File: src/hdl/crar_pkg.sv
// Shared types and constants for the Catmull-Rom audio resampler.
// No dependencies; every other file in hdl/ refers to this package by scoped names.
package crar_pkg;

    localparam int DEF_SAMPLE_FRAC_BITS = 8;
    localparam int DEF_PHASE_BITS       = 16;
    localparam int MAX_RUN              = 64;
    localparam int RUN_W                = 7;
    localparam int ACC_W                = 19;
    localparam int RATE_W               = 18;
    localparam int SCALE_W              = 21;
    localparam int CFG_DATA_W           = 21;
    localparam int CFG_INDEX_W          = 3;

    localparam logic [1:0] FMT_U8  = 2'd0;
    localparam logic [1:0] FMT_S16 = 2'd1;
    localparam logic [1:0] FMT_F32 = 2'd2;
    localparam logic [1:0] FMT_ALT = 2'd3;

    localparam logic [CFG_INDEX_W-1:0] REG_IN_RATE     = 3'd0;
    localparam logic [CFG_INDEX_W-1:0] REG_OUT_RATE    = 3'd1;
    localparam logic [CFG_INDEX_W-1:0] REG_PHASE_SCALE = 3'd2;
    localparam logic [CFG_INDEX_W-1:0] REG_IN_FORMAT   = 3'd3;
    localparam logic [CFG_INDEX_W-1:0] REG_IN_STEREO   = 3'd4;
    localparam logic [CFG_INDEX_W-1:0] REG_OUT_STEREO  = 3'd5;

    // Commands from the sequencer to each lane
    typedef struct packed {
        logic       warm;
        logic [1:0] warm_sel;
        logic       push;
        logic       start;
    } lane_cmd_t;

endpackage

File: src/hdl/crar_lane.sv
// One channel lane: four-tap history and a cubic evaluator with one shared multiplier.
// Depends on crar_pkg (lane_cmd_t).
module crar_lane #(
    parameter int SAMPLE_FRAC_BITS = crar_pkg::DEF_SAMPLE_FRAC_BITS,
    parameter int PHASE_BITS       = crar_pkg::DEF_PHASE_BITS
) (
    input  logic                                 clk,
    input  logic                                 rst_n,
    input  crar_pkg::lane_cmd_t                  cmd,
    input  logic signed [18+SAMPLE_FRAC_BITS-1:0] sample,
    input  logic [PHASE_BITS:0]                  phase,
    output logic signed [24+SAMPLE_FRAC_BITS-1:0] w,
    output logic                                 done
);
    localparam int HW = 18 + SAMPLE_FRAC_BITS;
    localparam int AW = 24 + SAMPLE_FRAC_BITS;
    localparam int MW = AW + PHASE_BITS + 2;
    localparam logic signed [HW+1:0] HMAX = (HW+2)'((1 <<< (HW-1)) - 1);
    localparam logic signed [HW+1:0] HMIN = -(HW+2)'(1 <<< (HW-1));

    logic signed [HW-1:0] hist_reg [4];
    logic signed [AW-1:0] x0, x1, x2, x3;
    logic signed [AW-1:0] coef_a, coef_b, coef_c, coef_d;
    logic signed [AW-1:0] acc_reg, b_reg, c_reg, d_reg, addend;
    logic signed [MW-1:0] m_reg, prod, scaled;
    logic signed [HW+1:0] extrap;
    logic [2:0]           step_reg;
    logic                 done_reg;

    assign extrap = ((HW+2)'(hist_reg[1]) <<< 1) - (HW+2)'(sample);

    always_ff @(posedge clk)
    begin
        if (cmd.warm)
        begin
            case (cmd.warm_sel)
                2'd0: hist_reg[1] <= sample;
                2'd1:
                begin
                    hist_reg[2] <= sample;
                    // x0 extrapolated back from x1 and x2
                    if (extrap > HMAX)
                        hist_reg[0] <= HW'(HMAX);
                    else if (extrap < HMIN)
                        hist_reg[0] <= HW'(HMIN);
                    else
                        hist_reg[0] <= HW'(extrap);
                end
                default: hist_reg[3] <= sample;
            endcase
        end
        else if (cmd.push)
        begin
            hist_reg[0] <= hist_reg[1];
            hist_reg[1] <= hist_reg[2];
            hist_reg[2] <= hist_reg[3];
            hist_reg[3] <= sample;
        end
    end

    assign x0 = AW'(hist_reg[0]);
    assign x1 = AW'(hist_reg[1]);
    assign x2 = AW'(hist_reg[2]);
    assign x3 = AW'(hist_reg[3]);
    assign coef_a = AW'(3) * (x1 - x2) + (x3 - x0);
    assign coef_b = AW'(2) * x0 - AW'(5) * x1 + AW'(4) * x2 - x3;
    assign coef_c = x2 - x0;
    assign coef_d = AW'(2) * x1;

    assign prod   = MW'(acc_reg) * MW'($signed({1'b0, phase}));
    assign scaled = m_reg >>> PHASE_BITS;

    always_comb
    begin
        case (step_reg)
            3'd2:    addend = b_reg;
            3'd4:    addend = c_reg;
            default: addend = d_reg;
        endcase
    end

    // Horner: odd steps multiply by the phase, even steps add the next coefficient
    always_ff @(posedge clk)
    begin
        if (cmd.start)
        begin
            acc_reg <= coef_a;
            b_reg   <= coef_b;
            c_reg   <= coef_c;
            d_reg   <= coef_d;
        end
        else if (step_reg[0])
        begin
            m_reg <= prod;
        end
        else if (step_reg != 3'd0)
        begin
            acc_reg <= addend + AW'(scaled);
        end
    end

    always_ff @(posedge clk or negedge rst_n)
    begin
        if (!rst_n)
        begin
            step_reg <= 3'd0;
            done_reg <= 1'b0;
        end
        else
        begin
            done_reg <= (step_reg == 3'd6);
            if (cmd.start)
                step_reg <= 3'd1;
            else if (step_reg == 3'd6)
                step_reg <= 3'd0;
            else if (step_reg != 3'd0)
                step_reg <= step_reg + 3'd1;
        end
    end

    assign w    = acc_reg;
    assign done = done_reg;
endmodule

File: config.mk
export PLATFORM = sky130hd
export DESIGN_NAME = crar_lane
export DESIGN_NICKNAME = d
export VERILOG_FILES = /design/src/hdl/crar_pkg.sv /design/src/hdl/crar_lane.sv
export SDC_FILE = /design/constraint.sdc
export NUM_CORES = 2
export LEC_CHECK = 0
export ABC_CLOCK_PERIOD_IN_PS = 7300
export BUFFER_PORTS_ARGS = -buffer_cell sky130_fd_sc_hd__buf_2
export CORE_MARGIN = 5
export CORE_UTILIZATION = 55
export DETAILED_ROUTE_END_ITERATION = 10
export GPL_ROUTABILITY_DRIVEN = 0
export GPL_TIMING_DRIVEN = 1
export HOLD_SLACK_MARGIN = 0.12
export PLACE_DENSITY = 0.71
export SLEW_MARGIN = 20
export SYNTH_ARGS = -nofsm -noshare
export SYNTH_HDL_FRONTEND = slang
export SYNTH_SLANG_ARGS = --single-unit
File: constraint.sdc
create_clock -name clk -period 7.3 [get_ports clk]
set_input_delay 0.365 -clock clk [delete_from_list [all_inputs] [get_ports clk]]
set_output_delay 0.365 -clock clk [all_outputs]
set_load 0.02 [all_outputs]
==> Word-level counts from Yosys, hierarchy flattened <==
Memory sizes are Yosys's and may differ from the RTL's.
Cells that the tools add are included.
{ "word_totals": {"regBits": 174, "ramBits": 104, "elab_cells": 81, "n_memories": 1} }
{ "classes": {"n_addsub": 10, "multipliers": 3, "magnitude_cmp": 2, "n_eq_ne": 5, "muxes": 39, "bitwise_logic": 7, "n_reduce_logical": 7} }
{ "memory_table": {"columns": ["name", "depth", "word_bits", "read_ports", "rd_clocked_by_memory_dff", "wr", "line", "text"], "rows": [
  ["hist_reg", 4, 26, 4, 0, 4, "crar_lane.sv:21", "logic signed [HW-1:0] hist_reg [4];"]
]} }
{ "op_table": {"columns": ["operator", "n"], "rows": [
  ["$mux 26", 6],
  ["$mux 32", 3],
  ["$sub 26x26->27", 3],
  ["$pmux 32 s2", 1],
  ["$mul 32x18->48", 1],
  ["$add 31x28->32", 1],
  ["$add 32x32->32", 1],
  ["$sub 32x26->32", 1],
  ["$add 30x27->31", 1],
  ["$sub 27x30->31", 1],
  ["$mul 3x27->30 const A", 1],
  ["$mul 4x26->30 const A", 1],
  ["$gt 28x26->1 const B", 1],
  ["$lt 28x26->1 const B", 1],
  ["$sub 27x26->28", 1],
  ["$mux 1", 26],
  ["$mux 3", 3],
  ["$eq 3x3->1 const B", 2],
  ["$or 1x1->1", 6],
  ["$reduce_bool 3->1", 2],
  ["$reduce_and 2->1", 2],
  ["$add 3x1->3 const B", 1],
  ["$eq 3x2->1 const B", 1],
  ["$eq 2x1->1 const B", 1],
  ["5 further kinds", 5]
]} }

==> Logic depth before layout (Yosys ltp) <==
An unclocked memory read counts as a cell.
{ "logic_depth": {"word_depth": 11, "depth_mapped": 28, "depth_no_buf": 28} }

==> Worst setup path before layout <==
Ideal clock, no wire load.
{ "synth_path": {"path_kind": "register to register", "startpoint": "register acc_reg[9] (netlist: w[9])", "endpoint": "register m_reg[23] (data pin)", "arrival_ps": 6001, "required_time_ps": 7041, "slack_ps": 1041, "path_stages_with_launch": 23, "period_less_slack_ps": 6259, "path_cell_list": "edfxtp_1 clkbuf_1 and2_1 fa_1 inv_1 fa_1 fa_1 fa_1 inv_1 fa_1 inv_1 fa_1 inv_1 ha_1 nand2_1 o21ai_0 o41ai_1 a21oi_1 or3b_2 a21o_1 a21oi_1 o21ba_2 xnor2_1"} }
{ "synth_between": {"elab_chain_len": 1} }
{ "synth_lines": {"columns": ["element", "line", "text"], "rows": [
  ["start, declared", "crar_lane.sv:24", "logic signed [AW-1:0] acc_reg, b_reg, c_reg, d_reg, addend;"],
  ["start signal, assigned", "crar_lane.sv:87", "acc_reg <= coef_a;"],
  ["start signal, assigned", "crar_lane.sv:98", "acc_reg <= addend + AW'(scaled);"],
  ["$mul 32x18->48", "crar_lane.sv:70", "assign prod = MW'(acc_reg) * MW'($signed({1'b0, phase}));"],
  ["net prod[23]", "crar_lane.sv:25", "logic signed [MW-1:0] m_reg, prod, scaled;"],
  ["end signal, assigned", "crar_lane.sv:94", "m_reg <= prod;"],
  ["end, declared", "crar_lane.sv:25", null]
]} }
The timed path passes the listed nets, and every way through them passes these cells.
A chain may end at the register's enable or synchronous reset.

==> impl_metrics.env <==
export IMPL_outcome="finished clean"
export IMPL_relSlewSlack=0.272
export IMPL_rows=99
export IMPL_grt_max_degree=104
export IMPL_root_buffer="clkbuf_16"
export IMPL_route_met2_wl_um=44200
export IMPL_setup_violations=0
export IMPL_slowest_stage="fa_1"
export IMPL_portBuffers=82
export IMPL_avgRoutedWirePerCell_um=18.1
export IMPL_critPathBufInv=4
export IMPL_drive_gt1_frac=0.0454
export IMPL_met1_length_um=43600
export IMPL_overflow=0
export IMPL_die_area_sq_mm=0.0797
export IMPL_cap_violations=0
export IMPL_r2r_setup_slack_ps=500
export IMPL_tns_ps=0
export IMPL_cts_tree="built"
export IMPL_largest_register_ffs=104
export IMPL_final_common_cell="inv_1"
export IMPL_grt_pass1_vias=30651
export IMPL_synth_nets=5397
export IMPL_synth_edf_count=253
export IMPL_worst_slew_pin_slew_ps=1090
export IMPL_crit_path_max_fanout=4
export IMPL_synth_avg_cell_area_sq_um=9.42
export IMPL_cts_buffers=28
export IMPL_critical_path_max_stage_delay_ps=490
export IMPL_ios=83
export IMPL_wl_met3_um=6600
export IMPL_antenna_found_initial=0
export IMPL_rr_endpoint="w[30]$_DFFE_PP_"
export IMPL_fin_crit_sh=0.931
export IMPL_path_class="register to register"
export IMPL_rr_worst_depth=27
export IMPL_routed_wl_um=97000
export IMPL_insertion_delay_ps=580
export IMPL_synth_seq_area_share=0.189
export IMPL_cts_sinks=257
export IMPL_rsz0062_at_grt="false"
export IMPL_grt_pass1_wl_um=160000
export IMPL_cts_htree_levels=1
export IMPL_vias_per_cell=5.50
export IMPL_drc_errors=0
export IMPL_required_ps=7610
export IMPL_r2r_start="hist_reg[1][0]$_DFFE_PP_"
export IMPL_slew_violations=0
export IMPL_finalNetCount=5454
export IMPL_crit_family="compound AO/OA/AOI/OAI gates"
export IMPL_first_pass_iters=6
export IMPL_final_cell_mix="inv_1 (947), fa_1 (645), nand2_1 (434)"
export IMPL_die_y_um=282
export IMPL_hp_class="primary input to register"
export IMPL_period_minus_slack_ps=6800
export IMPL_diodes=0
export IMPL_worst_hold_path_endpoint="c_reg[3]$_DFFE_PP_"
export IMPL_ys_ff_latch=257
export IMPL_die_w_um=282
export IMPL_hold_depth=1
export IMPL_initial_core_util=0.557
export IMPL_clock_skew_final_ps=21.7
export IMPL_startpoint_type="register"
export IMPL_grt_use_total=0.249
export IMPL_min_from="cmd[0]"
export IMPL_arrival_ps=7110
export IMPL_top_layer="met4"
export IMPL_ant_nets=0
export IMPL_postCtsSetupBuffers=0
export IMPL_max_freq_ghz=0.147
export IMPL_synth_ff_type="edfxtp_1"
export IMPL_nFillCells=6228
export IMPL_path_clk_slew_ps=60
export IMPL_ys_async_sr_fraction=0.0156
export IMPL_ys_types=73
export IMPL_synthToLayoutAreaGrowth_pct=6.47
export IMPL_dr_first_iter_drc_count=2065
export IMPL_dp_hpwl_um=78500
export IMPL_vias=29508
export IMPL_syn_inst=4332
export IMPL_coreArea_sq_mm=0.0732
export IMPL_cts_max_path_buffers=3
export IMPL_yosysWarnings=0
export IMPL_critPathCaptureType="register"
export IMPL_syn_area_sq_mm=0.0408
export IMPL_cp_common_cell="inv_1"
export IMPL_hold_viol_final=0
[kinds of logic (layout without fill, tap and decap cells)]
family / count (synthesis) / in the layout / synth area share
and+or+nand+nor: 1129 / 1129 / 0.136
buffers and inverters: 1075 / 1152 / 0.0994
adders and majority gates: 1015 / 1015 / 0.430
AOI/OAI and AO/OA: 662 / 662 / 0.104
DFF: 257 / 257 / 0.189
xor gates and xnor gates: 183 / 183 / 0.0393
muxes: 11 / 11 / 0.00279
[timing repair]
| item | 4_1_cts | 5_1_grt |
|---|---|---|
| hold buffers | 28 | 0 |
| resized for setup | 0 | 2 |
| endpoints found under the hold margin | 44 | 0 |
| setup endpoints to repair | 0 | 2 |
[how the worst max path moves through the flow]
stage | start | end | cells past startpoint
finish | hist_reg[1][0]$_DFFE_PP_ | w[30]$_DFFE_PP_ | 27
detailed placement | hist_reg[1][0]$_DFFE_PP_ | w[30]$_DFFE_PP_ | 27
floorplan | w[9]$_DFFE_PP_ | m_reg[23]$_DFFE_PP_ | 22
global placement | hist_reg[1][0]$_DFFE_PP_ | w[30]$_DFFE_PP_ | 27
CTS | hist_reg[1][0]$_DFFE_PP_ | w[30]$_DFFE_PP_ | 27
global route | hist_reg[1][0]$_DFFE_PP_ | w[30]$_DFFE_PP_ | 28
[cell usage after synthesis, drive strengths merged, types with 5 or more instances]
master,n,area [sq um]
inv,947,3550
fa,645,12900
nand2,435,1630
ha,370,4630
and2,327,2050
edfxtp,253,7600
a21oi,171,860
o21ai,164,821
nor2,154,586
clkbuf,123,462
xnor2,114,998
a21o,76,571
xor2,69,604
nand3,38,190
nor3,37,185
a211oi,32,240
o21a,31,233
a22oi,28,210
nand2b,28,175
nor2b,27,169
o211ai,21,158
o21bai,21,158
a31oi,19,119
nand4,19,119
and3,17,106
o31ai,17,155
or3,13,81.3
a211o,8,70.1
mux2i,8,80.1
or2,8,50.1
a31o,7,61.3
and4,7,61.3
nand3b,6,45.0
o41ai,6,52.6
a21boi,5,37.5
a311oi,5,43.8
o2111ai,5,43.8
o22ai,5,31.3
[routing by layer]
metal / GRT usage / vias to the layer above
met4: 0.0615 / 0
li1: - / 13861
met1: 0.363 / 14559
met5: 0 / -
met3: 0.0334 / 157
met2: 0.402 / 931
[final cells by class]
class | count | area (sq um) | area share
Tap cell | 959 | 1200 | 0.0276
Sequential cell | 257 | 7700 | 0.177
Inverter | 948 | 3560 | 0.0819
Multi-Input combinational cell | 3000 | 29100 | 0.670
Clock buffer | 32 | 737 | 0.0170
Timing Repair Buffer | 154 | 1020 | 0.0236
Clock inverter | 18 | 136 | 0.00314
[through the flow]
stage	utilization	cells	area (sq um)	hold slack, ps	setup WS (ps)
2_1_floorplan	-	4332	40800	69.4	1040
3_3_place_gp	0.578	5290	42300	175	451
3_5_place_dp	0.578	5290	42300	174	357
4_1_cts	0.593	5368	43400	260	389
5_1_grt	0.593	5368	43400	275	33.3
6_report	0.593	5368	43400	263	501
Power is left out: the tool's default activity adds up to more than one toggle a clock period on the data nets, which glitch-free logic cannot reach.
