<file path="src/hdl/crar_pkg.sv">
// Shared types and constants for the Catmull-Rom audio resampler.
// No dependencies; every other file in hdl/ refers to this package by scoped names.
package crar_pkg;

    localparam int DEF_SAMPLE_FRAC_BITS = 8;
    localparam int DEF_PHASE_BITS       = 16;
    localparam int MAX_RUN              = 64;
    localparam int RUN_W                = 7;
    localparam int ACC_W                = 19;
    localparam int RATE_W               = 18;
    localparam int SCALE_W              = 21;
    localparam int CFG_DATA_W           = 21;
    localparam int CFG_INDEX_W          = 3;

    localparam logic [1:0] FMT_U8  = 2'd0;
    localparam logic [1:0] FMT_S16 = 2'd1;
    localparam logic [1:0] FMT_F32 = 2'd2;
    localparam logic [1:0] FMT_ALT = 2'd3;

    localparam logic [CFG_INDEX_W-1:0] REG_IN_RATE     = 3'd0;
    localparam logic [CFG_INDEX_W-1:0] REG_OUT_RATE    = 3'd1;
    localparam logic [CFG_INDEX_W-1:0] REG_PHASE_SCALE = 3'd2;
    localparam logic [CFG_INDEX_W-1:0] REG_IN_FORMAT   = 3'd3;
    localparam logic [CFG_INDEX_W-1:0] REG_IN_STEREO   = 3'd4;
    localparam logic [CFG_INDEX_W-1:0] REG_OUT_STEREO  = 3'd5;

    // Commands from the sequencer to each lane
    typedef struct packed {
        logic       warm;
        logic [1:0] warm_sel;
        logic       push;
        logic       start;
    } lane_cmd_t;

endpackage

</file>
<file path="src/hdl/crar_merge.sv">
// Merging stage: scales and clamps the lane results, downmixes or duplicates channels.
// Depends on crar_pkg.
module crar_merge #(
    parameter int SAMPLE_FRAC_BITS = crar_pkg::DEF_SAMPLE_FRAC_BITS
) (
    input  logic                                  clk,
    input  logic                                  load,
    input  logic                                  in_stereo,
    input  logic                                  out_stereo,
    input  logic signed [24+SAMPLE_FRAC_BITS-1:0] w_left,
    input  logic signed [24+SAMPLE_FRAC_BITS-1:0] w_right,
    output logic signed [15:0]                    y_left,
    output logic signed [15:0]                    y_right
);
    localparam int AW = 24 + SAMPLE_FRAC_BITS;
    localparam int K1 = 1 + SAMPLE_FRAC_BITS;
    localparam int K2 = 2 + SAMPLE_FRAC_BITS;

    logic signed [AW-1:0] tl1, tr1, tl2, tr2;
    logic signed [15:0]   cl1, cr1, cl2, cr2, sum_sat;
    logic signed [16:0]   sum;
    logic signed [15:0]   yl_reg, yr_reg;

    function automatic logic signed [AW-1:0] trunc_div(input logic signed [AW-1:0] x,
                                                        input int k);
        logic signed [AW-1:0] bias;
        bias = (AW'(1) <<< k) - AW'(1);
        return (x < 0) ? ((x + bias) >>> k) : (x >>> k);
    endfunction

    function automatic logic signed [15:0] clamp16(input logic signed [AW-1:0] x);
        if (x > AW'(32767))
            return 16'sh7FFF;
        else if (x < -AW'(32768))
            return 16'sh8000;
        else
            return 16'(x);
    endfunction

    assign tl1 = trunc_div(w_left, K1);
    assign tr1 = trunc_div(w_right, K1);
    assign tl2 = trunc_div(w_left, K2);
    assign tr2 = trunc_div(w_right, K2);
    assign cl1 = clamp16(tl1);
    assign cr1 = clamp16(tr1);
    assign cl2 = clamp16(tl2);
    assign cr2 = clamp16(tr2);
    assign sum = 17'(cl2) + 17'(cr2);
    assign sum_sat = (sum > 17'sd32767) ? 16'sh7FFF :
                     (sum < -17'sd32768) ? 16'sh8000 : 16'(sum);

    always_ff @(posedge clk)
    begin
        if (load)
        begin
            if (in_stereo && !out_stereo)
            begin
                yl_reg <= sum_sat;
                yr_reg <= sum_sat;
            end
            else
            begin
                yl_reg <= cl1;
                yr_reg <= (in_stereo && out_stereo) ? cr1 : cl1;
            end
        end
    end

    assign y_left  = yl_reg;
    assign y_right = yr_reg;
endmodule

</file>
<file path="config.mk">
export PLATFORM = sky130hd
export DESIGN_NAME = crar_merge
export DESIGN_NICKNAME = d
export VERILOG_FILES = /design/src/hdl/crar_pkg.sv /design/src/hdl/crar_merge.sv
export SDC_FILE = /design/constraint.sdc
export NUM_CORES = 1
export LEC_CHECK = 0
export CELL_PAD_IN_SITES_DETAIL_PLACEMENT = 1
export CELL_PAD_IN_SITES_GLOBAL_PLACEMENT = 1
export CORE_MARGIN = 10
export CORE_UTILIZATION = 51
export DETAILED_ROUTE_END_ITERATION = 16
export DONT_BUFFER_PORTS = 1
export GPL_TIMING_DRIVEN = 0
export MAX_ROUTING_LAYER = met4
export PLACE_DENSITY_LB_ADDON = 0.1
export SLEW_MARGIN = 20
export SYNTH_ARGS = -nofsm -noshare
export SYNTH_HDL_FRONTEND = slang
export SYNTH_SLANG_ARGS = --single-unit
</file>
<file path="constraint.sdc">
create_clock -name clk -period 14.2 [get_ports clk]
set_clock_uncertainty 0.05 [all_clocks]
set_input_delay 2.84 -clock clk [delete_from_list [all_inputs] [get_ports clk]]
set_output_delay 2.84 -clock clk [all_outputs]
set_load 0.05 [all_outputs]
</file>
# [Word level (Yosys, flattened, before mapping)]
# Cells that the tools add are included.
[word_totals] ff_bits=32 latchBits=0 ram_bits=0 rom_bits=0 input_bits=68 out_inout_bits=32 wordCells=39 memories=0
[op_classes] n_addsub=5 n_mul=0 div=0 magnitude_cmp=12 eq_ne=0 shift=0 mux=17 n_bitwise=0 n_reduce_logical=3
[ops] op="2-to-1 mux 16 bit" n=13
[ops] op="greater-than comparator 32 x 16 -> 1 bit, second input constant" n=4
[ops] op="less-than comparator 32 x 16 -> 1 bit, second input constant" n=4
[ops] op="2-to-1 mux 32 bit" n=4
[ops] op="adder 32 x 10 -> 32 bit, second input constant" n=2
[ops] op="adder 32 x 11 -> 32 bit, second input constant" n=2
[ops] op="less-than comparator 32 x 1 -> 1 bit, second input constant" n=2
[ops] op="adder 16 x 16 -> 17 bit" n=1
[ops] op="greater-than comparator 17 x 16 -> 1 bit, second input constant" n=1
[ops] op="less-than comparator 17 x 16 -> 1 bit, second input constant" n=1
[ops] op="logical AND 1 bit" n=2
[ops] op="logical NOT 1 bit" n=1

# [Longest topological paths before layout]
[logic_depth] ltp_word=10 depth_mapped=21 depth_no_buf=18

# [Worst setup path before layout]
# Ideal clock, no wire load.
[synth_path] kind="input -> register" startpoint="input w_right[3]" endpoint="register yr_reg[0], in the netlist y_right[0] (data pin)" setup_ps=275 arrival_ps=7105 required_time_ps=13875 slack_ps=6770 path_stages=21 n_path_buf=3 path_cell_list="or4_4 -> or4_4 -> buf_6 -> nand3_4 -> nor2_2 -> mux2i_1 -> o21ai_0 -> a31o_4 -> buf_6 -> o21ai_2 -> ha_1 -> fa_1 -> a21oi_1 -> nor3b_1 -> o41ai_1 -> o21ai_0 -> a31oi_1 -> a21oi_1 -> buf_2 -> o21ai_0 -> o2111ai_1"
[synth_via] elab_chain_cells=10 word_cells_on_any_way=20 classes_between="3 x add/sub; 7 x order compare; 10 x mux"
[synth_rtl] element="start: declaration" line_no="crar_merge.sv:11" text="input logic signed [24+SAMPLE_FRAC_BITS-1:0] w_right,"
[synth_rtl] element="adder 32 x 11 -> 32 bit or less-than comparator 32 x 1 -> 1 bit (tied branches)" line_no="crar_merge.sv:28" text="return (x < 0) ? ((x + bias) >>> k) : (x >>> k);"
[synth_rtl] element="2-to-1 mux 32 bit" line_no="crar_merge.sv:28"
[synth_rtl] element="less-than comparator 32 x 16 -> 1 bit" line_no="crar_merge.sv:34" text="else if (x < -AW'(32768))"
[synth_rtl] element="2-to-1 mux 16 bit" line_no="crar_merge.sv:34"
[synth_rtl] element="2-to-1 mux 16 bit" line_no="crar_merge.sv:32" text="if (x > AW'(32767))"
[synth_rtl] element="adder 16 x 16 -> 17 bit" line_no="crar_merge.sv:48" text="assign sum = 17'(cl2) + 17'(cr2);"
[synth_rtl] element="less-than comparator 17 x 16 -> 1 bit" line_no="crar_merge.sv:50" text="(sum < -17'sd32768) ? 16'sh8000 : 16'(sum);"
[synth_rtl] element="2-to-1 mux 16 bit" line_no="crar_merge.sv:50"
[synth_rtl] element="2-to-1 mux 16 bit" line_no="crar_merge.sv:49" text="assign sum_sat = (sum > 17'sd32767) ? 16'sh7FFF :"
[synth_rtl] element="2-to-1 mux 16 bit (*)" line_no="crar_merge.sv:56" text="if (in_stereo && !out_stereo)"
[synth_rtl] element="end signal: assignment" line_no="crar_merge.sv:59" text="yr_reg <= sum_sat;"
[synth_rtl] element="end signal: assignment" line_no="crar_merge.sv:64" text="yr_reg <= (in_stereo && out_stereo) ? cr1 : cl1;"
[synth_rtl] element="end: declaration" line_no="crar_merge.sv:22" text="logic signed [15:0] yl_reg, yr_reg;"
# Every way passes the cells marked *; elsewhere a longest branch is shown, timed or not.
# A chain may end at the register's enable or synchronous reset.

# [Final worst setup path]
[layout_path] startpoint="input w_left[10]" endpoint="register yr_reg[3], in the netlist y_right[3] (data pin)"
[layout_via] elab_chain_cells=10 word_cells_on_any_way=20 classes_between="3 x add/sub; 7 x order compare; 10 x mux"
[layout_rtl] element="start: declaration" line_no="crar_merge.sv:10" text="input logic signed [24+SAMPLE_FRAC_BITS-1:0] w_left,"
[layout_rtl] element="adder 32 x 11 -> 32 bit or less-than comparator 32 x 1 -> 1 bit (tied branches)" line_no="crar_merge.sv:28"
[layout_rtl] element="2-to-1 mux 32 bit" line_no="crar_merge.sv:28"
[layout_rtl] element="less-than comparator 32 x 16 -> 1 bit" line_no="crar_merge.sv:34"
[layout_rtl] element="2-to-1 mux 16 bit" line_no="crar_merge.sv:34"
[layout_rtl] element="2-to-1 mux 16 bit" line_no="crar_merge.sv:32"
[layout_rtl] element="adder 16 x 16 -> 17 bit" line_no="crar_merge.sv:48"
[layout_rtl] element="less-than comparator 17 x 16 -> 1 bit" line_no="crar_merge.sv:50"
[layout_rtl] element="2-to-1 mux 16 bit" line_no="crar_merge.sv:50"
[layout_rtl] element="2-to-1 mux 16 bit" line_no="crar_merge.sv:49"
[layout_rtl] element="2-to-1 mux 16 bit (*)" line_no="crar_merge.sv:56"
# Marked as above.

==> results.txt <==
- Count of nets left with antenna violations after detail routing: 0
- Clock buffer count from CTS: 5
* Setup repair after global routing missed its margin: false
- Measured slew at the worst slew-check pin: 0.939 ns
* Total number of vias: 4,740
* Drt via density: 6.64
- The die is 115 um tall.
* Final critical path time including I/O delays and setup: 8.73 ns
- The largest total area in the synthesized netlist belongs to sky130_fd_sc_hd__edfxtp_1.
* Worst slew slack as a fraction of its limit: 0.371
- Fin nets: 690
* Global-route wire length before repair: 26,500 um
- Fraction of final layout cells sized beyond drive strength 1: 0.109
- Pin count of the biggest net entering global routing: 33
- Std cell rows: 34
* Total congestion overflow after global routing: 0
- First drt pass iteration count: 5
- The number of setup buffers added after CTS is 0.
- Setup total negative slack on the finished layout was measured at 0 ns.
* Register share of total power: 0.426
* Top-level port count: 100
- Gates resized during post-CTS repair numbered 0.
- Final Instance Area: 4830 sq um
* Htree depth: 2
* Sequential-to-total area share from yosys stat: 0.209
* Final weighted congestion in routability-driven placement: 0.970
* Clock Root Buffer: sky130_fd_sc_hd__clkbuf_8
* Clk pin slew, worst setup/hold paths: 0.07 ns
* Die area: 13,200 sq um
* GR Util All Layers: 0.252
- The number of hold buffers added after CTS was 0.
* Kind of critical path: in2reg
- Flops & latches, synth: 32
- Status: finished clean
* Clock Tree Buf Depth: 2
- Yosys printed 0 warnings.
* Clock power frac: 0.220
* Max Freq: 0.115 GHz
- Primary FF master, synth: sky130_fd_sc_hd__edfxtp_1
* Core Box Area: 8720 sq um
- Yosys instantiated no cell more often than sky130_fd_sc_hd__nand2_1.
- Leak pwr: 1.64 nW
* Total routed wirelength: 16,900 um
* Number of clock sinks seen by CTS: 32
- In this run the mean area of a mapped cell was 7.67 sq um.
* Vias in the first global route: 4,825
- Setup crit start: w_left[10]
* Fraction of synthesis flops using an asynchronous set or reset pin: 0
* Tightest Hold Check Type: in2reg
* Peak supply drop: 0.0000368 V
- Fraction of synthesized cell area taken by the top area cell type: 0.209
- Critical Path RT: 14.15 ns
- Max-slew violation count: 0
- The netlist uses 75 different library cells.
- At the worst endpoint, the arrival time is 8.68 ns.
- Quantity of I/O buffers inserted on ports: 0
- The number of antenna violations at the first check in global routing came to 0.
- Of the total power, combinational logic draws 0.353.
* Post-detailed-placement half-perimeter wirelength: 14,100 um
- CP endpoint kind: flip-flop
- Yosys mapped a number of flops with a built-in enable equal to 32.
* Switching Fraction: 0.444
- In this run the worst path has a maximum fanout of 10.
* Area post-placement: 4720 sq um
- Post-route clock period utilization: 0.615
* Startpoint types: input port
- Total standard cell area after synthesis: 4590 sq um
* Diode count: 0
- DR iter-0 viols: 312
- Setup violations remaining at the end of the flow were counted as 0.
- From synthesis to final layout, the design area changed by 5.37%.
- Total power for the finished layout comes to 0.000404 W.
- Across the run, the number of max-cap violations was 0.
- Pwr Density: 83.5 nW/um^2
* Origin of the worst min-delay path: load
- Synthesized net count: 683
* DRC: 0
- For this design the total switching power over the nets is 0.000179 W.
- TritonCTS built the clock tree.
- Number of hold violations in the final report: 0
* Top post-synthesis cells by area: sky130_fd_sc_hd__edfxtp_1 21%, sky130_fd_sc_hd__xor2_1 7.3%, sky130_fd_sc_hd__xnor2_1 6.1%
* Fillers: 1,084
- Avg WL per Cell: 23.6 um
- Gate count after technology mapping: 598
* Initial core utilization: 0.526
- The floorplan step set the die width to 115 um.
* Leading cell types by count after synthesis: 66 x sky130_fd_sc_hd__nand2_1, 54 x sky130_fd_sc_hd__nor2_1, 45 x sky130_fd_sc_hd__nand3_1
- Power Internal: 0.000225 W
==> per-layer routing <==
metal	up-vias	track usage	wire length (um)
met5	-	-	0
met4	0	0.0668	409
met3	36	0.0531	1220
met2	201	0.417	8100
met1	2277	0.302	7110
li1	2226	-	-
==> cell usage in the layout, fill, tap and decap left out, drive strengths merged, types with 19 or more instances in the layout <==
| master | instances |
|---|---|
| edfxtp | 32 |
| xor2 | 38 |
| nor3 | 24 |
| o21ai | 50 |
| a21oi | 40 |
| nand2 | 66 |
| xnor2 | 32 |
| nor2 | 55 |
| clkbuf | 19 |
| nand3 | 47 |
==> kinds of logic (layout without fill, tap and decap cells) <==
family,count (synthesis),count (layout),synth area share
xor+xnor,70,70,0.134
compound gates,162,162,0.243
fa+ha+maj,17,17,0.0480
mux,6,6,0.0131
simple gates,271,271,0.312
buf+inv,40,48,0.0409
flops,32,32,0.209
==> registers in the layout, summed over array words and instances, names as in the netlist <==
register and cells:
y_left 16, y_right 16
==> area by class of cell <==
cell class | count | area, sq um | share of cell area
flip-flops and latches | 32 | 961 | 0.199
well taps | 108 | 135 | 0.0280
plain buffers | 32 | 158 | 0.0326
multi-input cells | 526 | 3440 | 0.711
inverters | 8 | 30.0 | 0.00621
clock inverters | 3 | 42.5 | 0.00880
clock buffers | 5 | 68.8 | 0.0142
==> path summary, 6_finish.rpt <==
| path | end | slack [ns] | depth (start not counted) |
|---|---|---|---|
| worst min-delay path | y_left[15] | 2.61 | 0 |
| worst max-delay path | y_right[3] | 5.47 | 20 |
==> critical path, stage by stage <==
cell	delay [ns]
sky130_fd_sc_hd__clkbuf_1	0.28
sky130_fd_sc_hd__and4_1	0.25
sky130_fd_sc_hd__nand4_1	0.31
sky130_fd_sc_hd__nor4_4	0.46
sky130_fd_sc_hd__nand2_1	0.18
sky130_fd_sc_hd__xor2_1	0.21
sky130_fd_sc_hd__nor3_1	0.09
sky130_fd_sc_hd__a21oi_2	0.32
sky130_fd_sc_hd__buf_2	0.29
sky130_fd_sc_hd__a21oi_1	0.11
sky130_fd_sc_hd__fa_1	0.48
sky130_fd_sc_hd__a21oi_1	0.23
sky130_fd_sc_hd__nor3b_1	0.13
sky130_fd_sc_hd__o41ai_1	0.49
sky130_fd_sc_hd__o21ai_0	0.30
sky130_fd_sc_hd__a31oi_1	0.78
sky130_fd_sc_hd__a21oi_1	0.30
sky130_fd_sc_hd__buf_2	0.27
sky130_fd_sc_hd__o21ai_0	0.15
sky130_fd_sc_hd__nand3_1	0.20
==> power groups by stage <==
stage                     logic (W)  clock network, W  registers [W]
after floorplan            0.000100                 0       0.000171
after global placement     0.000133                 0       0.000173
after detailed placement   0.000139                 0       0.000175
after CTS                  0.000140         0.0000886       0.000173
after global routing       0.000155         0.0000914       0.000174
final                      0.000143         0.0000890       0.000172
==> through the flow <==
step | instances | utilization | hold WS, ns | setup slack [ns]
6_report | 714 | 0.554 | 2.61 | 5.47
4_1_cts | 714 | 0.554 | 2.61 | 5.63
2_1_floorplan | 598 | - | 2.90 | 6.77
5_1_grt | 714 | 0.554 | 2.61 | 5.06
3_5_place_dp | 706 | 0.542 | 2.91 | 5.35
3_3_place_gp | 706 | 0.542 | 2.91 | 5.46
Note: power is estimated with default switching activity, not from simulation.
