File: src/hdl/crar_pkg.sv
// Shared types and constants for the Catmull-Rom audio resampler.
// No dependencies; every other file in hdl/ refers to this package by scoped names.
package crar_pkg;

    localparam int DEF_SAMPLE_FRAC_BITS = 8;
    localparam int DEF_PHASE_BITS       = 16;
    localparam int MAX_RUN              = 64;
    localparam int RUN_W                = 7;
    localparam int ACC_W                = 19;
    localparam int RATE_W               = 18;
    localparam int SCALE_W              = 21;
    localparam int CFG_DATA_W           = 21;
    localparam int CFG_INDEX_W          = 3;

    localparam logic [1:0] FMT_U8  = 2'd0;
    localparam logic [1:0] FMT_S16 = 2'd1;
    localparam logic [1:0] FMT_F32 = 2'd2;
    localparam logic [1:0] FMT_ALT = 2'd3;

    localparam logic [CFG_INDEX_W-1:0] REG_IN_RATE     = 3'd0;
    localparam logic [CFG_INDEX_W-1:0] REG_OUT_RATE    = 3'd1;
    localparam logic [CFG_INDEX_W-1:0] REG_PHASE_SCALE = 3'd2;
    localparam logic [CFG_INDEX_W-1:0] REG_IN_FORMAT   = 3'd3;
    localparam logic [CFG_INDEX_W-1:0] REG_IN_STEREO   = 3'd4;
    localparam logic [CFG_INDEX_W-1:0] REG_OUT_STEREO  = 3'd5;

    // Commands from the sequencer to each lane
    typedef struct packed {
        logic       warm;
        logic [1:0] warm_sel;
        logic       push;
        logic       start;
    } lane_cmd_t;

endpackage

File: src/hdl/crar_conv.sv
// Raw sample to fixed-point history value (8-bit unsigned, 16-bit signed, single float).
// Depends on crar_pkg.
module crar_conv #(
    parameter int SAMPLE_FRAC_BITS = crar_pkg::DEF_SAMPLE_FRAC_BITS
) (
    input  logic [31:0]                    raw,
    input  logic [1:0]                     fmt,
    output logic signed [18+SAMPLE_FRAC_BITS-1:0] sample
);
    localparam int HW = 18 + SAMPLE_FRAC_BITS;
    localparam logic [38:0] LIM = 39'(1) << (17 + SAMPLE_FRAC_BITS);

    logic [7:0]        expo;
    logic [23:0]       mant;
    logic [38:0]       prod;
    logic signed [9:0] sh;
    logic [9:0]        shamt;
    logic [38:0]       mag;
    logic              big;
    logic signed [HW-1:0] fval;
    logic signed [HW-1:0] u8val;
    logic signed [HW-1:0] s16val;

    assign expo  = raw[30:23];
    assign mant  = {1'b1, raw[22:0]};
    // m * 32767
    assign prod  = ({mant, 15'd0}) - 39'(mant);
    assign sh    = $signed({2'b00, expo}) + 10'(SAMPLE_FRAC_BITS) - 10'sd150;
    assign shamt = -sh;

    always_comb
    begin
        big = 1'b0;
        mag = '0;
        if (expo == 8'hFF)
        begin
            big = 1'b1;
        end
        else if (sh >= 0)
        begin
            big = 1'b1;
        end
        else if (shamt < 10'd39)
        begin
            mag = prod >> shamt[5:0];
        end
        if (expo == 8'hFF && raw[22:0] != 23'd0)
        begin
            fval = '0;
        end
        else if (expo == 8'd0)
        begin
            fval = '0;
        end
        else if (raw[31])
        begin
            if (big || mag > LIM)
                fval = HW'(-$signed({1'b0, LIM}));
            else
                fval = HW'(-$signed({1'b0, mag}));
        end
        else
        begin
            if (big || mag >= LIM)
                fval = HW'(LIM - 39'd1);
            else
                fval = HW'(mag);
        end
    end

    assign u8val  = HW'($signed({1'b0, raw[7:0]}) - 10'sd128) <<< (8 + SAMPLE_FRAC_BITS);
    assign s16val = HW'($signed(raw[15:0])) <<< SAMPLE_FRAC_BITS;

    always_comb
    begin
        case (fmt)
            crar_pkg::FMT_U8:  sample = u8val;
            crar_pkg::FMT_F32: sample = fval;
            default:           sample = s16val;
        endcase
    end
endmodule

File: config.mk
export PLATFORM = sky130hd
export DESIGN_NAME = crar_conv
export DESIGN_NICKNAME = d
export VERILOG_FILES = /design/src/hdl/crar_pkg.sv /design/src/hdl/crar_conv.sv
export SDC_FILE = /design/constraint.sdc
export NUM_CORES = 1
export LEC_CHECK = 0
export BUFFER_PORTS_ARGS = -buffer_cell sky130_fd_sc_hd__buf_2
export CELL_PAD_IN_SITES_DETAIL_PLACEMENT = 0
export CELL_PAD_IN_SITES_GLOBAL_PLACEMENT = 2
export CORE_MARGIN = 5
export CORE_UTILIZATION = 37
export DETAILED_ROUTE_END_ITERATION = 10
export GPL_TIMING_DRIVEN = 0
export PLACE_DENSITY = 0.95
export SLEW_MARGIN = 20
export SYNTH_ARGS = -nofsm -noshare
export SYNTH_HDL_FRONTEND = slang
export SYNTH_SLANG_ARGS = --single-unit
File: constraint.sdc
create_clock -name vclk -period 25.3
set_input_delay 5.06 -clock vclk [all_inputs]
set_output_delay 5.06 -clock vclk [all_outputs]
set_load 0.05 [all_outputs]
======== Word-level counts from Yosys, hierarchy flattened ========
Cells that the tools add are included.
cells by class
  add/subtract/negate cells ............... 6
  order comparisons ....................... 4
  eq/ne operators ......................... 2
  shift operators ......................... 1
  muxes and demuxes ....................... 11
  reductions and logical operators ........ 6
operators with widths
  operator                count
  $mux W26                5
  $mux W39                3
  $pmux W26 S2            1
  $ge A39 B26 Y1 const B  1
  $gt A39 B26 Y1 const B  1
  $shr A39 B6 Y39         1
  $sub A39 B24 Y39        1
  $neg A26 Y26            1
  $reduce_bool A23 Y1     1
  $ge A10 B1 Y1 const B   1
  $lt A10 B6 Y1 const B   1
  $neg A10 Y10            1
  $sub A9 B8 Y10 const B  1
  $add A8 B4 Y9 const B   1
  $sub A8 B8 Y9 const B   1
  $eq A8 B8 Y1 const B    1
  $logic_not A8 Y1        1
  $eq A2 B2 Y1 const B    1
  $logic_not A2 Y1        1
  $logic_or A1 B1 Y1      2
  $mux W1                 2
  $logic_and A1 B1 Y1     1
storage, ports and cells
  register bits ........................... 0
  input port bits ......................... 34
  output and inout bits ................... 26

======== Longest topological paths before layout ========
Gate-level depths: netlist (run 1).
  depth in word-level cells ............... 14
  mapped depth ............................ 25
  depth with buffers taken out ............ 19

======== Worst setup path before layout (run 1) ========
No wires, ideal clock.
  kind .................................... input-to-output
  start ................................... in raw[23]
  end ..................................... out sample[21]
  arrival ................................. 10891 ps
  data required time ...................... 20240 ps
  path slack .............................. 9349 ps
  stages on the path ...................... 19
  buffers on the path ..................... 9
  cell sequence ........................... clkbuf_1 inv_1 clkbuf_1 clkbuf_1 clkbuf_1 ha_1 clkbuf_1 xor2_1 clkbuf_1 clkbuf_1 clkbuf_1 a21oi_1 a221oi_1 nand4_1 nor4b_2 nand4_1 a31o_1 buf_6 o31ai_1
between the ends
  word-level cells in the longest chain between the ends .. 14
RTL lines
  element                                           line                              source
  from (decl)                                       crar_conv.sv:6                    input logic [31:0] raw,
  $add A8 B4 Y9                                     crar_conv.sv:28                   assign sh = $signed({2'b00, expo}) + 10'(SAMPLE_FRAC_BITS) - 10'sd150;
  $sub A9 B8 Y10                                    crar_conv.sv:28
  $neg A10 Y10                                      crar_conv.sv:29                   assign shamt = -sh;
  $shr A39 B6 Y39 or $lt A10 B6 Y1 (tied branches)  crar_conv.sv:45, crar_conv.sv:43
  $mux W39                                          crar_conv.sv:43                   else if (shamt < 10'd39)
  $mux W39                                          crar_conv.sv:39                   else if (sh >= 0)
  $mux W39                                          crar_conv.sv:35                   if (expo == 8'hFF)
  $ge A39 B26 Y1 or $gt A39 B26 Y1 (tied branches)  crar_conv.sv:64, crar_conv.sv:57
  $logic_or A1 B1 Y1, on equally long branches      crar_conv.sv:64, crar_conv.sv:57
  $mux W26, on equally long branches                crar_conv.sv:64, crar_conv.sv:57
  $mux W26                                          crar_conv.sv:55                   else if (raw[31])
  $mux W26                                          crar_conv.sv:51                   else if (expo == 8'd0)
  $mux W26 *                                        crar_conv.sv:47                   if (expo == 8'hFF && raw[22:0] != 23'd0)
  $pmux W26 S2 *                                    crar_conv.sv:76                   case (fmt)
  to (decl)                                         crar_conv.sv:8                    output logic signed [18+SAMPLE_FRAC_BITS-1:0] sample
Mark *: on every way between the ends. The rest lies on a longest branch, timed or not.

======== Worst setup path after layout (run 1) ========
  start ................................... in raw[23]
  end ..................................... out sample[8]
Same word-level chain as after synthesis.

==> run summary, run 1 <==
Critical Path AT -> 13.48 ns
required time worst endpoint -> 20.24 ns
total number of vias -> 9740
DR WL/cell -> 26.8 um
antenna violations before repair -> 1
worst min path class -> in -> out
worst-path fanout max -> 11
area delta synth->final -> 8.43%
hold_buf cts -> 0
Flop pwr share -> 0
Area after DPL -> 0.00711 mm^2
combinational fraction of design power -> 1.000
Final min period -> 18.54 ns
# setup viols final -> 0
CP Class -> in -> out
Hold Startpoint -> fmt[0]
power density over cell area -> 38.7 mW/mm^2
most frequent cells after synthesis -> nand2_1, nor2_1, a21oi_1, clkbuf_1, nor3_1
Worst path most repeated cell -> clkbuf_1
Hold Path Stages -> 5
Final WS setup -> 6.76 ns
worst hold slack -> 10.72 ns
dpl hpwl -> 28600 um
initial core utilization -> 0.378
Boundary Pins -> 60
Max-slew headroom -> 0.257
global-route wire length before repair -> 53500 um
hold path endpoint -> sample[25]
unrepaired setup endpoints after global routing -> no
row count -> 48
vias in the first global route -> 8729
Critical Path, Cell by Cell -> buf_2 -> clkbuf_1 -> inv_1 -> clkbuf_1 -> clkbuf_1 -> clkbuf_1 -> ha_1 -> clkbuf_1 -> xor2_1 -> clkbuf_1 -> clkbuf_1 -> clkbuf_1 -> a21oi_1 -> a221oi_1 -> nand4_1 -> nor4b_2 -> nand4_1 -> a31o_1 -> buf_6 -> inv_2 -> a32o_1 -> buf_2
maximum VDD drop -> 0.0151 mV
Seq/Total Area, Yosys -> 0
share of the synthesized area in the top cell type -> 0.0612
GR Overflow Total -> 0
status -> finished clean
Buf+Inv Stages, Crit Path -> 13
fillers -> 1936
Final ANT Viol Nets -> 0
achievable frequency -> 0.0539 GHz
Post-Layout Cell Count -> 1333
Final nets -> 1159
First-pass DRT Iterations -> 6
Synth cell types -> 92
Max Slew Vio Count -> 0
Placer Congestion -> 1.06
# resized after CTS -> 0
maxcap violations -> 0
Residual DRC -> 0
Core Area -> 0.0174 mm^2
Slew @ Worst Pin -> 1.10 ns
die span in x -> 143 um
crit-path leading delay family -> buffers and inverters
Layout Cell Area excl Fill -> 0.00711 mm^2
final-layout clock buffer total -> 0
worst slack, placed -> 7.27 ns
Critical path origin -> raw[23]
CP Capture Type -> output pin
fin util -> 0.410
Clk pwr share -> 0
IO Port Bufs -> 53
total die area -> 0.0205 mm^2
Fin Setup TNS -> 0 ns
Pint -> 0.0837 mW
max incr delay on CP -> 0.65 ns
fraction of layout instances using a drive strength above 1 -> 0.106
Fin. Hold Viols -> 0
post-CTS setup-driven buffer insertion count -> 0
Switching Share -> 0.696
FFs & Latches -> 0
Slowest-stage cell, CP -> xor2_1
warnings from Yosys -> 0
Die Span Y -> 143 um
register area -> 0 um^2
Detailed Route Iter0 Violations -> 1768
synthesized cell area -> 0.00656 mm^2
Startpoint Class -> primary input
period utilization -> 0.733
Routed Wire Length -> 35700 um
Post-Place Cells -> 1333
Area contributors post-synth -> nand2_1, nor2_1, a21oi_1
pin count of the biggest net entering global routing -> 12
mean post-synth cell area -> 6.22 um^2
Lkg Pwr -> 2.54 nW
# diodes -> 0
post-synth net total -> 1104
area leader, netlist -> nand2_1
Net Sw Power -> 0.192 mW
Mapped Cells -> 1055
total track usage -> 0.335
count leader, synth -> nand2_1
vias per inst -> 7.31
Tot Pwr -> 0.276 mW
-- layout make-up --
class | instances | area (um^2) | area share
Timing Repair Buffer | 53 | 265 | 0.0373
Inverter | 29 | 109 | 0.0153
Buffer | 89 | 369 | 0.0519
Tap cell | 225 | 282 | 0.0396
Multi-Input combinational cell | 937 | 6090 | 0.856
-- cells in the final DEF (no fill, tap or decap), drive strengths merged, types with 13 or more instances in the layout --
cell type  netlist  final
nand2          107    107
nor2           102    102
a21oi           79     79
buf             23     76
clkbuf          66     66
nor3            52     52
o21ai           48     48
nand3           47     47
o211ai          36     36
inv             28     28
nand4           25     25
a31oi           23     23
xnor2           22     22
xor2            20     20
a211oi          19     19
and3            18     18
nor4            18     18
ha              15     15
mux2i           14     14
a32oi           14     14
and2            14     14
a211o           13     13
a221oi          13     13
-- cells by family (layout without fill, tap and decap cells) --
family                     count (synthesis)  in the layout  share of synthesized area
and+or+nand+nor                          461            461                      0.364
AOI/OAI and AO/OA                        398            398                      0.440
buffers and inverters                    118            171                     0.0728
xor gates and xnor gates                  42             42                     0.0561
muxes                                     21             21                     0.0385
adders and majority gates                 15             15                     0.0286
-- power by group through the flow --
stage | Combinational (mW) | Sequential [mW] | Clock [mW]
CTS | 0.262 | 0 | 0
global placement | 0.263 | 0 | 0
detailed placement | 0.261 | 0 | 0
global route | 0.290 | 0 | 0
finish | 0.276 | 0 | 0
floorplan | 0.186 | 0 | 0
-- routing by layer --
metal | vias to the layer above | part of all wire | track usage
met5 | - | 0.00036 | 0
met4 | 2 | 0.051 | 0.122
met3 | 158 | 0.14 | 0.0924
met2 | 795 | 0.40 | 0.492
met1 | 4528 | 0.41 | 0.466
li1 | 4257 | - | -
-- worst max path at each step --
stage,endpoint,slack (ns),cells past startpoint
after floorplan,sample[21],9.35,19
after global placement,sample[16],7.12,22
after detailed placement,sample[16],7.27,25
after CTS,sample[16],7.25,25
after global routing,sample[8],6.54,22
final,sample[8],6.76,22
Power figures use the tool's default switching activity.
==> inputs of run 2 (changes only) <==
--- a/config.mk
+++ b/config.mk
@@ -9,10 +9,10 @@
 export CELL_PAD_IN_SITES_DETAIL_PLACEMENT = 0
 export CELL_PAD_IN_SITES_GLOBAL_PLACEMENT = 2
 export CORE_MARGIN = 5
-export CORE_UTILIZATION = 37
+export CORE_UTILIZATION = 31
 export DETAILED_ROUTE_END_ITERATION = 10
 export GPL_TIMING_DRIVEN = 0
-export PLACE_DENSITY = 0.95
+export PLACE_DENSITY = 0.88
 export SLEW_MARGIN = 20
 export SYNTH_ARGS = -nofsm -noshare
 export SYNTH_HDL_FRONTEND = slang
==> constraint.sdc (replaced) <==
create_clock -name vclk -period 15.67
set_input_delay 3.134 -clock vclk [all_inputs]
set_output_delay 3.134 -clock vclk [all_outputs]
set_load 0.05 [all_outputs]
==> run 2 against run 1 <==
Clock-buffer cell count did not move. Utilization is 6.8 points lower. Global-route usage shrank 3.9 points. Non-clock buffer count did not move. Worst setup slack lost 6.1 ns. Cell count increased by 3.8%. Hold slack worse by 3.8 ns. Critical path depth did not move. Sequential share of layout area stayed put. Critical path type unchanged.
==> run summary, run 2 (same netlist as run 1, synthesis figures left out) <==
Critical Path AT -> 11.87 ns (-1.61 ns)
pin count of the biggest net entering global routing -> 12 (unchanged)
First-pass DRT Iterations -> 6 (unchanged)
final-layout clock buffer total -> 0 (unchanged)
status -> finished clean
register area -> 0 um^2 (unchanged)
worst min path class -> in -> out
Fin Setup TNS -> 0 ns (unchanged)
FFs & Latches -> 0 (unchanged)
Slew @ Worst Pin -> 1.21 ns (+0.108 ns)
fin util -> 0.342 (-0.0676)
Boundary Pins -> 60 (unchanged)
Final min period -> 15.00 ns
required time worst endpoint -> 12.54 ns (-7.70 ns)
Placer Congestion -> 1.04 (-2.0%)
total track usage -> 0.296 (-0.0391)
vias per inst -> 7.12 (-2.6%)
commonest non-fill, non-tap cell in the layout -> nand2_1
unrepaired setup endpoints after global routing -> no
global-route wire length before repair -> 55800 um (+4.3%)
antenna violations before repair -> 1 (unchanged)
Detailed Route Iter0 Violations -> 1594 (-9.8%)
initial core utilization -> 0.313 (-0.0649)
# resized after CTS -> 0 (unchanged)
CP Capture Type -> output pin
total die area -> 0.0242 mm^2 (+18%)
Residual DRC -> 0 (unchanged)
# setup viols final -> 0 (unchanged)
maxcap violations -> 0 (unchanged)
Final ANT Viol Nets -> 0 (unchanged)
DR WL/cell -> 27.4 um (+2.1%)
total number of vias -> 9854 (+1.2%)
vias in the first global route -> 8720 (-0.10%)
die span in x -> 155 um (+8.6%)
most frequent cells in the layout -> nand2_1, nor2_1, a21oi_1
Routed Wire Length -> 37900 um (+6.1%)
dpl hpwl -> 30500 um (+6.7%)
worst-path fanout max -> 11 (unchanged)
row count -> 53 (+10%)
post-CTS setup-driven buffer insertion count -> 0 (unchanged)
Max-slew headroom -> 0.185 (-0.0726)
IO Port Bufs -> 53 (unchanged)
fillers -> 2387 (+23%)
Core Area -> 0.0210 mm^2 (+21%)
fraction of layout instances using a drive strength above 1 -> 0.105 (-0.000903)
Max Slew Vio Count -> 0 (unchanged)
Fin. Hold Viols -> 0 (unchanged)
period utilization -> 0.957
GR Overflow Total -> 0 (unchanged)
Final nets -> 1159 (unchanged)
hold_buf cts -> 0 (unchanged)
Startpoint Class -> primary input
achievable frequency -> 0.0667 GHz
area delta synth->final -> 9.32%
CP Class -> in -> out
Die Span Y -> 155 um (+8.6%)
## run 2: cell types whose count changed in the layout (fill, tap and decap cells not counted)
| cell | delta |
|---|---|
| nor4_2 | -1 |
| diode_2 | +1 |
| nor4_1 | +1 |
## run 2: path summary, 6_finish.rpt
path | to | start | depth (start not counted) | slack [ns]
worst max-delay path | sample[8] | raw[23] | 22 | 0.67
worst min-delay path | sample[25] | fmt[0] | 5 | 6.89
## run 2: per-layer routing
metal | up-vias | GRT usage | wire length [um]
li1 | 4250 | - | -
met1 | 4635 | 0.424 | 15800
met2 | 820 | 0.435 | 15500
met3 | 147 | 0.0679 | 4850
met4 | 2 | 0.0938 | 1700
met5 | - | 0 | 12
## run 2: worst max-delay path: stages
cell,delay [ns]
buf_2,0.11
clkbuf_1,0.26
inv_1,0.14
clkbuf_1,0.49
clkbuf_1,0.71
clkbuf_1,0.58
ha_1,0.25
clkbuf_1,0.31
xor2_1,0.74
clkbuf_1,0.45
clkbuf_1,0.59
clkbuf_1,0.55
a21oi_1,0.38
a221oi_1,0.74
nand4_1,0.28
nor4b_2,0.70
nand4_1,0.31
a31o_1,0.30
buf_6,0.14
inv_2,0.17
a32o_1,0.22
buf_2,0.27
## run 2: final cells by class
type	count	area [um^2]	share of cell area
plain buffers	89	369	0.0515
multi-input cells	937	6080	0.848
well taps	275	344	0.0480
inverters	29	109	0.0152
repair buffers	53	265	0.0370
diodes	1	2.50	0.000349
## run 2: per-stage QoR
stage                     cell area (um^2)  instances  hold slack [ns]  setup slack [ns]
after detailed placement              7170       1383             6.88              1.33
after floorplan                       6560       1055             6.59              3.57
final                                 7170       1384             6.89             0.671
after CTS                             7170       1383             6.88              1.31
after global routing                  7170       1383             6.90             0.470
after global placement                7170       1383             6.87              1.12
